[config.mk]
export PLATFORM = sky130hd
export DESIGN_NAME = double_columnar_transposition
export DESIGN_NICKNAME = d
export VERILOG_FILES = /design/src/hw/rtl/dct_pkg.sv /design/src/hw/rtl/dct_order.sv /design/src/hw/rtl/double_columnar_transposition.sv
export SDC_FILE = /design/constraint.sdc
export NUM_CORES = 1
export LEC_CHECK = 0
export ABC_CLOCK_PERIOD_IN_PS = 4400
export BUFFER_PORTS_ARGS = -buffer_cell sky130_fd_sc_hd__buf_2
export CELL_PAD_IN_SITES_DETAIL_PLACEMENT = 0
export CELL_PAD_IN_SITES_GLOBAL_PLACEMENT = 1
export CORE_ASPECT_RATIO = 0.7
export CORE_MARGIN = 8
export CORE_UTILIZATION = 50
export CTS_CLUSTER_DIAMETER = 100
export DETAILED_ROUTE_END_ITERATION = 7
export GPL_TIMING_DRIVEN = 0
export PLACE_DENSITY_LB_ADDON = 0.2
export SYNTH_ARGS = -nofsm -noshare
export SYNTH_HDL_FRONTEND = slang
export SYNTH_SLANG_ARGS = --single-unit
[constraint.sdc]
create_clock -name clk_i -period 4.4 [get_ports clk_i]
set_input_delay 1.1 -clock clk_i [delete_from_list [all_inputs] [get_ports clk_i]]
set_output_delay 1.1 -clock clk_i [all_outputs]
set_load 0.01 [all_outputs]
[src/hw/rtl/dct_pkg.sv]
// types and constants of the double columnar transposition block
// no dependencies; used by dct_order, the top level and the checker
package dct_pkg;

  localparam int unsigned CHAR_W    = 8;
  localparam int unsigned KEY_W     = 64;
  localparam int unsigned KEYLEN_W  = 4;
  localparam int unsigned CFG_IDX_W = 2;

  localparam logic [CHAR_W-1:0] PAD_CHAR = 8'd42;

  typedef enum logic [CFG_IDX_W-1:0] {
    REG_FIRST_KEY      = 2'd0,
    REG_FIRST_KEY_LEN  = 2'd1,
    REG_SECOND_KEY     = 2'd2,
    REG_SECOND_KEY_LEN = 2'd3
  } cfg_reg_e;

  typedef struct packed {
    logic [CHAR_W-1:0] message_char;
    logic              end_of_message;
  } in_item_t;

  typedef struct packed {
    logic [CHAR_W-1:0] cipher_char;
    logic              last_cipher;
    logic              truncated;
  } out_item_t;

endpackage

[src/hw/rtl/dct_order.sv]
// key column ordering unit: one shared character compare per cycle
// depends on dct_pkg
module dct_order #(
  parameter int unsigned MAX_KEY = 8
) (
  input  logic                         clk_i,
  input  logic                         rst_ni,
  input  logic                         start_i,
  input  logic [dct_pkg::KEY_W-1:0]    key_i,
  input  logic [$clog2(MAX_KEY+1)-1:0] klen_i,
  input  logic [$clog2(MAX_KEY)-1:0]   rank_i,
  output logic                         done_o,
  output logic [$clog2(MAX_KEY)-1:0]   col_o
);
  import dct_pkg::*;

  localparam int unsigned KI_W = $clog2(MAX_KEY);
  localparam int unsigned KL_W = $clog2(MAX_KEY + 1);

  logic              busy_q;
  logic              done_q;
  logic [KI_W-1:0]   c_q;
  logic [KI_W-1:0]   j_q;
  logic [KI_W-1:0]   cnt_q;
  logic [KI_W-1:0]   order_q [MAX_KEY];
  logic [CHAR_W-1:0] kch [MAX_KEY];
  logic [CHAR_W-1:0] kc;
  logic [CHAR_W-1:0] kj;
  logic              less;
  logic [KI_W-1:0]   cnt_fin;
  logic              j_last;
  logic              c_last;

  always_comb begin
    for (int i = 0; i < MAX_KEY; i++) begin
      kch[i] = key_i[i*CHAR_W +: CHAR_W];
    end
  end

  assign kc      = kch[c_q];
  assign kj      = kch[j_q];
  // equal characters rank by position
  assign less    = (kj < kc) || ((kj == kc) && (j_q < c_q));
  assign cnt_fin = cnt_q + KI_W'(less);
  assign j_last  = (KL_W'(j_q) + KL_W'(1)) == klen_i;
  assign c_last  = (KL_W'(c_q) + KL_W'(1)) == klen_i;

  always_ff @(posedge clk_i or negedge rst_ni) begin
    if (!rst_ni) begin
      busy_q <= 1'b0;
      done_q <= 1'b0;
      c_q    <= '0;
      j_q    <= '0;
      cnt_q  <= '0;
    end else begin
      done_q <= 1'b0;
      if (start_i) begin
        busy_q <= 1'b1;
        c_q    <= '0;
        j_q    <= '0;
        cnt_q  <= '0;
      end else if (busy_q) begin
        if (j_last) begin
          j_q   <= '0;
          cnt_q <= '0;
          if (c_last) begin
            busy_q <= 1'b0;
            done_q <= 1'b1;
          end else begin
            c_q <= c_q + KI_W'(1);
          end
        end else begin
          j_q   <= j_q + KI_W'(1);
          cnt_q <= cnt_fin;
        end
      end
    end
  end

  // inverse table: rank -> column
  always_ff @(posedge clk_i) begin
    if (busy_q && !start_i && j_last) begin
      order_q[cnt_fin] <= c_q;
    end
  end

  assign done_o = done_q;
  assign col_o  = order_q[rank_i];

endmodule

[src/hw/rtl/double_columnar_transposition.sv]
// double columnar transposition cipher, encrypt direction, top level
// depends on dct_pkg and dct_order
//
// usage:
// - config port: cfg_we_i writes cfg_wdata_i into register cfg_idx_i (first key,
//   first key length, second key, second key length); write only while idle
// - input channel: one plaintext byte per transfer; end_of_message closes the
//   message and starts the burst; bytes past MAX_MESSAGE are dropped and the
//   burst carries truncated on every byte
// - output channel: the whole ciphertext as one burst, last_cipher on its end
// - bytes load back to back while idle; in_stall_o stays high from the final
//   byte until the last ciphertext byte sits in the output register
// - per pass with n bytes, key length k and padded length p: p is found by
//   adding k until it is at least n, the column order by one shared compare per
//   cycle, then each byte takes a memory read (none for pad bytes), then a write,
//   and each column takes a step of its own
// - the output register holds a byte while out_stall_i is high; pass two
//   pauses until it is free
// - reset: keys clear, lengths go to 1, message count and overflow clear
module double_columnar_transposition #(
  parameter int unsigned MAX_MESSAGE = 48,
  parameter int unsigned MAX_KEY     = 8
) (
  input  logic                          clk_i,
  input  logic                          rst_ni,
  input  logic                          cfg_we_i,
  input  logic [dct_pkg::CFG_IDX_W-1:0] cfg_idx_i,
  input  logic [dct_pkg::KEY_W-1:0]     cfg_wdata_i,
  input  logic                          in_valid_i,
  output logic                          in_stall_o,
  input  dct_pkg::in_item_t             in_data_i,
  output logic                          out_valid_o,
  input  logic                          out_stall_i,
  output dct_pkg::out_item_t            out_data_o
);
  import dct_pkg::*;

  localparam int unsigned CNT_W  = $clog2(MAX_MESSAGE + 1);
  localparam int unsigned LEN_W  = $clog2(MAX_MESSAGE + 2 * MAX_KEY);
  localparam int unsigned MSG_AW = $clog2(MAX_MESSAGE);
  localparam int unsigned MID_D  = MAX_MESSAGE + MAX_KEY;
  localparam int unsigned MID_AW = $clog2(MID_D);
  localparam int unsigned KI_W   = $clog2(MAX_KEY);
  localparam int unsigned KL_W   = $clog2(MAX_KEY + 1);

  typedef enum logic [5:0] {
    S_IDLE = 6'b000001,
    S_PAD  = 6'b000010,
    S_RANK = 6'b000100,
    S_COL  = 6'b001000,
    S_ADDR = 6'b010000,
    S_DATA = 6'b100000
  } state_e;

  // configuration registers
  logic [KEY_W-1:0]    key1_q, key2_q;
  logic [KEYLEN_W-1:0] klen1_q, klen2_q;

  // sequencer state
  state_e              state_q;
  logic                pass_q;   // 0: first key, 1: second key
  logic [CNT_W-1:0]    cnt_q;
  logic                ovf_q;
  logic [LEN_W-1:0]    n_q;      // source length of the current pass
  logic [LEN_W-1:0]    padded_q; // rounded up to whole rows
  logic [LEN_W-1:0]    idx_q;    // source index being read
  logic [KI_W-1:0]     r_q;      // column rank being read
  logic [MID_AW-1:0]   pos_q;    // write pointer into the middle text
  logic                pad_q;

  // memories
  logic [CHAR_W-1:0]   msg_mem [MAX_MESSAGE];
  logic [CHAR_W-1:0]   mid_mem [MID_D];
  logic [CHAR_W-1:0]   msg_rd_q, mid_rd_q;

  // output register
  logic                out_valid_q;
  out_item_t           out_q;

  // combinational
  logic                in_acc;
  logic                room;
  logic [CNT_W-1:0]    cnt_next;
  logic [KEYLEN_W-1:0] klen_raw;
  logic [KL_W-1:0]     klen_c;
  logic [KEY_W-1:0]    key_c;
  logic [LEN_W-1:0]    pad_sum;
  logic                pad_done;
  logic                order_done;
  logic [KI_W-1:0]     order_col;
  logic [LEN_W:0]      idx_sum;
  logic                col_end;
  logic                r_last;
  logic                advance;
  logic                last_c;
  logic [CHAR_W-1:0]   byte_c;

  // ---------------------------------------------------------------- config
  always_ff @(posedge clk_i or negedge rst_ni) begin
    if (!rst_ni) begin
      key1_q  <= '0;
      klen1_q <= KEYLEN_W'(1);
      key2_q  <= '0;
      klen2_q <= KEYLEN_W'(1);
    end else if (cfg_we_i) begin
      case (cfg_reg_e'(cfg_idx_i))
        REG_FIRST_KEY:      key1_q  <= cfg_wdata_i;
        REG_FIRST_KEY_LEN:  klen1_q <= cfg_wdata_i[KEYLEN_W-1:0];
        REG_SECOND_KEY:     key2_q  <= cfg_wdata_i;
        REG_SECOND_KEY_LEN: klen2_q <= cfg_wdata_i[KEYLEN_W-1:0];
        default: ;
      endcase
    end
  end

  // key of the running pass; length clamped into 1..MAX_KEY
  assign key_c    = pass_q ? key2_q : key1_q;
  assign klen_raw = pass_q ? klen2_q : klen1_q;
  always_comb begin
    if (klen_raw == '0) begin
      klen_c = KL_W'(1);
    end else if (klen_raw > KEYLEN_W'(MAX_KEY)) begin
      klen_c = KL_W'(MAX_KEY);
    end else begin
      klen_c = klen_raw[KL_W-1:0];
    end
  end

  // ---------------------------------------------------------------- load
  assign in_acc   = in_valid_i && (state_q == S_IDLE);
  assign room     = cnt_q < CNT_W'(MAX_MESSAGE);
  assign cnt_next = room ? cnt_q + CNT_W'(1) : cnt_q;

  always_ff @(posedge clk_i) begin
    if (in_acc && room) begin
      msg_mem[cnt_q[MSG_AW-1:0]] <= in_data_i.message_char;
    end
  end

  // ---------------------------------------------------------------- pad
  // padded length found by repeated add of the key length
  assign pad_sum  = padded_q + LEN_W'(klen_c);
  assign pad_done = (state_q == S_PAD) && (pad_sum >= n_q);

  // column order: rank -> column, one compare per cycle
  dct_order #(
    .MAX_KEY(MAX_KEY)
  ) u_order (
    .clk_i  (clk_i),
    .rst_ni (rst_ni),
    .start_i(pad_done),
    .key_i  (key_c),
    .klen_i (klen_c),
    .rank_i (r_q),
    .done_o (order_done),
    .col_o  (order_col)
  );

  // ---------------------------------------------------------------- read out
  // source reads only where the index lies inside the text
  always_ff @(posedge clk_i) begin
    if ((state_q == S_ADDR) && !pass_q && (idx_q < n_q)) begin
      msg_rd_q <= msg_mem[idx_q[MSG_AW-1:0]];
    end
  end

  always_ff @(posedge clk_i) begin
    if ((state_q == S_ADDR) && pass_q && (idx_q < n_q)) begin
      mid_rd_q <= mid_mem[idx_q[MID_AW-1:0]];
    end
  end

  assign byte_c  = pad_q ? PAD_CHAR : (pass_q ? mid_rd_q : msg_rd_q);
  // walk down a column in steps of the key length
  assign idx_sum = {1'b0, idx_q} + (LEN_W+1)'(klen_c);
  assign col_end = idx_sum >= {1'b0, padded_q};
  assign r_last  = (KL_W'(r_q) + KL_W'(1)) == klen_c;
  assign last_c  = pass_q && col_end && r_last;
  // pass two waits for a free output register
  assign advance = !pass_q || !out_valid_q || !out_stall_i;

  // first pass result goes to the middle text
  always_ff @(posedge clk_i) begin
    if ((state_q == S_DATA) && !pass_q) begin
      mid_mem[pos_q] <= byte_c;
    end
  end

  // ---------------------------------------------------------------- sequencer
  always_ff @(posedge clk_i or negedge rst_ni) begin
    if (!rst_ni) begin
      state_q  <= S_IDLE;
      pass_q   <= 1'b0;
      cnt_q    <= '0;
      ovf_q    <= 1'b0;
      n_q      <= '0;
      padded_q <= '0;
      idx_q    <= '0;
      r_q      <= '0;
      pos_q    <= '0;
      pad_q    <= 1'b0;
    end else begin
      case (state_q)
        S_IDLE: begin
          if (in_acc) begin
            cnt_q <= cnt_next;
            if (!room) begin
              ovf_q <= 1'b1;
            end
            if (in_data_i.end_of_message) begin
              n_q      <= LEN_W'(cnt_next);
              padded_q <= '0;
              pass_q   <= 1'b0;
              pos_q    <= '0;
              state_q  <= S_PAD;
            end
          end
        end
        S_PAD: begin
          padded_q <= pad_sum;
          if (pad_done) begin
            state_q <= S_RANK;
          end
        end
        S_RANK: begin
          if (order_done) begin
            r_q     <= '0;
            state_q <= S_COL;
          end
        end
        S_COL: begin
          idx_q   <= LEN_W'(order_col);
          state_q <= S_ADDR;
        end
        S_ADDR: begin
          pad_q   <= idx_q >= n_q;
          state_q <= S_DATA;
        end
        S_DATA: begin
          if (advance) begin
            if (!pass_q) begin
              pos_q <= pos_q + MID_AW'(1);
            end
            if (!col_end) begin
              idx_q   <= idx_sum[LEN_W-1:0];
              state_q <= S_ADDR;
            end else if (!r_last) begin
              r_q     <= r_q + KI_W'(1);
              state_q <= S_COL;
            end else if (!pass_q) begin
              // second pass takes the padded middle text
              pass_q   <= 1'b1;
              n_q      <= padded_q;
              padded_q <= '0;
              state_q  <= S_PAD;
            end else begin
              pass_q  <= 1'b0;
              cnt_q   <= '0;
              ovf_q   <= 1'b0;
              state_q <= S_IDLE;
            end
          end
        end
        default: state_q <= S_IDLE;
      endcase
    end
  end

  // ---------------------------------------------------------------- output
  always_ff @(posedge clk_i or negedge rst_ni) begin
    if (!rst_ni) begin
      out_valid_q <= 1'b0;
    end else if ((state_q == S_DATA) && pass_q && advance) begin
      out_valid_q <= 1'b1;
    end else if (!out_stall_i) begin
      out_valid_q <= 1'b0;
    end
  end

  always_ff @(posedge clk_i) begin
    if ((state_q == S_DATA) && pass_q && advance) begin
      out_q.cipher_char <= byte_c;
      out_q.last_cipher <= last_c;
      out_q.truncated   <= ovf_q;
    end
  end

  assign in_stall_o  = state_q != S_IDLE;
  assign out_valid_o = out_valid_q;
  assign out_data_o  = out_q;

endmodule

==> impl_metrics.env <==
export IMPL_outcome="finished with violations"
export IMPL_violations="setup timing"
export IMPL_rsz0062_at_grt="yes"
export IMPL_die_h_um=267
export IMPL_setup_viol=29
export IMPL_port_buffers=91
export IMPL_clock_path_buffers=3
export IMPL_drc_errors=0
export IMPL_async_flop_share=0.177
export IMPL_layout_common_cells="882 x edfxtp_1, 350 x mux4_2, 185 x dfrtp_1"
export IMPL_grt_max_degree=103
export IMPL_core_area_mm2=0.0897
export IMPL_placementRows=92
export IMPL_die_area_mm2=0.100
export IMPL_synth_nets=2449
export IMPL_wl_met1_um=49900
export IMPL_power_leakage_nw=17.4
export IMPL_synth_area_leaders="edfxtp_1 59%, mux4_2 17%, dfrtp_1 10%, mux2_2 3.7%, nor2_1 1.3%"
export IMPL_antenna_found_initial=4
export IMPL_syn_inst=2328
export IMPL_synth_flop_cell="edfxtp_1"
export IMPL_hold_violations=0
export IMPL_max_slew_margin=0.0748
export IMPL_vdd_drop_max_uv=425
export IMPL_yosys_area_top_type="edfxtp_1"
export IMPL_powerDensity_mw_per_mm2=653
export IMPL_top_layer_used="met4"
export IMPL_fin_tns_setup_ps=-3700
export IMPL_cp_start_kind="flip-flop"
export IMPL_cts_max_level=3
export IMPL_routed_wl_um=110000
export IMPL_syn_to_final_growth_pct=15.5
export IMPL_hp_class="input pin to asynchronous set/reset pin"
export IMPL_dr_wl_met3_um=8610
export IMPL_cts_buffers=101
export IMPL_antenna_cells=0
export IMPL_synth_avg_cell_area_um2=19.4
export IMPL_required_ps=4760
export IMPL_gp_congestion=0.823
export IMPL_post_route_period_util=1.05
export IMPL_max_freq_mhz=217
export IMPL_drive_gt1_frac=0.345
export IMPL_num_vias=23523
export IMPL_fin_nets=2693
export IMPL_dp_hpwl_um=74500
export IMPL_crit_arrival_ps=4970
export IMPL_hold_ws_ps=416
export IMPL_io_pins=92
export IMPL_first_pass_iters=7
export IMPL_slew_viol_final=0
export IMPL_root_buffer="clkbuf_16"
export IMPL_yosysSeqAreaShare=0.693
export IMPL_dpl_instance_area_mm2=0.0473
export IMPL_tightest_slew_ps=1390
export IMPL_utilization=0.580
export IMPL_antenna_left=0
export IMPL_yosys_warnings=0
export IMPL_crit_path_max_fanout=7
export IMPL_path_class="flip-flop to flip-flop"
export IMPL_maxCapViolCount=0
export IMPL_final_common_cell="edfxtp_1"
export IMPL_hold_buffers=0
export IMPL_grt_pass1_vias=23846
export IMPL_clock_skew_ps=36.8
export IMPL_grt_overflow=0
export IMPL_start_util=0.502
export IMPL_clock_latency_ps=700
export IMPL_avgRoutedWirePerCell_um=28.6
export IMPL_period_needed_ps=4600
export IMPL_grt_usage=0.218
export IMPL_drt_iter0_markers=2576
export IMPL_layout_setup_ws_ps=-202
export IMPL_synth_top_area_frac=0.588
export IMPL_syn_area_mm2=0.0451
export IMPL_clock_sinks=1072
export IMPL_stdcell_area_mm2=0.0520
export IMPL_synth_cell_types=72
export IMPL_ys_seq_elements=1072
export IMPL_crit_path_end_kind="flip-flop"
export IMPL_wl_met2_um=49300
export IMPL_viasPerCell=6.14
export IMPL_die_w_um=375
export IMPL_grt_pass1_wl_um=161000
export IMPL_clk_pin_slew_ps=60
export IMPL_cts_tree="done"
export IMPL_synth_edf_count=882
## stage by stage
| step | worst slack [ps] | cells | power (W) |
|---|---|---|---|
| final | -202 | 3834 | 0.0340 |
| after global routing | -381 | 3834 | 0.0353 |
| after floorplan | 2.55 | 2328 | 0.0198 |
| after CTS | -203 | 3807 | 0.0334 |
| after global placement | -1870 | 3594 | 0.0233 |
| after detailed placement | -1840 | 3604 | 0.0236 |
## where the power goes
group	internal [W]	total [W]	switching, W
Clock	0.00538	0.00920	0.00382
Combinational	0.00563	0.0123	0.00667
Sequential	0.0121	0.0125	0.000385
## layout make-up
type | count | area, um^2
Inverter | 44 | 168
Clock buffer | 134 | 2760
Buffer | 122 | 747
Tap cell | 1175 | 1470
Sequential cell | 1072 | 31200
Multi-Input combinational cell | 1081 | 13700
Timing Repair Buffer | 150 | 1170
Fill cell | 6534 | 37600
Clock inverter | 56 | 758
## Yosys cell counts, types with 5 or more instances
cell / n
nand4_1: 7
or4_1: 5
o31ai_1: 5
nand3_1: 29
o211ai_1: 5
mux2_2: 147
ha_1: 41
nor2_1: 160
clkbuf_1: 87
buf_1: 36
xor2_1: 11
xnor2_1: 14
mux2i_1: 24
a21o_1: 5
a31oi_1: 6
mux4_2: 350
nor3_1: 12
or3_1: 10
edfxtp_1: 882
nand2_1: 67
dfrtp_1: 187
o21ai_0: 46
nor4_1: 5
buf_2: 6
nand3b_1: 15
a21oi_1: 36
inv_1: 42
## critical path, cell delays in order, from the launching register on
cell and delay [ps]:
dfrtp_1 380, buf_6 130, clkbuf_16 180, buf_12 130, mux4_2 530, mux4_2 490, inv_2 80, ha_4 200
nor2b_4 120, o21a_1 170, o21ai_2 130, nand2b_1 100, a21oi_2 120, o21ai_1 70, o211ai_1 250, ha_2 310
ha_4 150, xor2_2 80, or3_4 370, nor3_4 280
## flip-flops by register name (all words and copies together), names as in the netlist, 4 cells and up
signal and cells:
mid_mem 448, msg_mem 384, key1_q 64, key2_q 64, u_order.order_q 24, out_data_o 10, mid_rd_q 8, msg_rd_q 8
cnt_q 6, idx_q 6, n_q 6, padded_q 6, pos_q 6, state_q 6, klen1_q 4, klen2_q 4
## cell families (layout without fill, tap and decap cells)
family,after synthesis,after routing,share of synthesized area
simple gates,345,345,0.0360
fa+ha+maj,45,45,0.0123
compound gates,141,141,0.0201
xor+xnor,26,26,0.00536
mux,524,524,0.218
buf+inv,175,506,0.0149
flops,1072,1072,0.693
## timing repair
action | 4_1_cts | 5_1_grt
pin swaps | 12 | 44
setup endpoints to repair | 69 | 69
setup buffers | 18 | 32
resized for setup | 91 | 98
## final timing paths
check                           slack [ps]               endpoint  depth (start not counted)   start
worst max-delay path                  -200  u_order.order_q[2][2]                         19  pass_q
worst min-delay path                   420             key1_q[18]                          1  rst_ni
worst max register to register        -200  u_order.order_q[2][2]                         19  pass_q
worst min register to register         510                 n_q[5]                          1  n_q[5]
max in group asynchronous             2980             key2_q[61]                          2  rst_ni
min in group clk_i                     510                 n_q[5]                          1  n_q[5]
## routing by layer
layer,vias up,track usage
met1,12527,0.339
met5,-,0
li1,9982,-
met3,137,0.0447
met4,0,0.0416
met2,877,0.321
(Power assumes the default switching activity.)
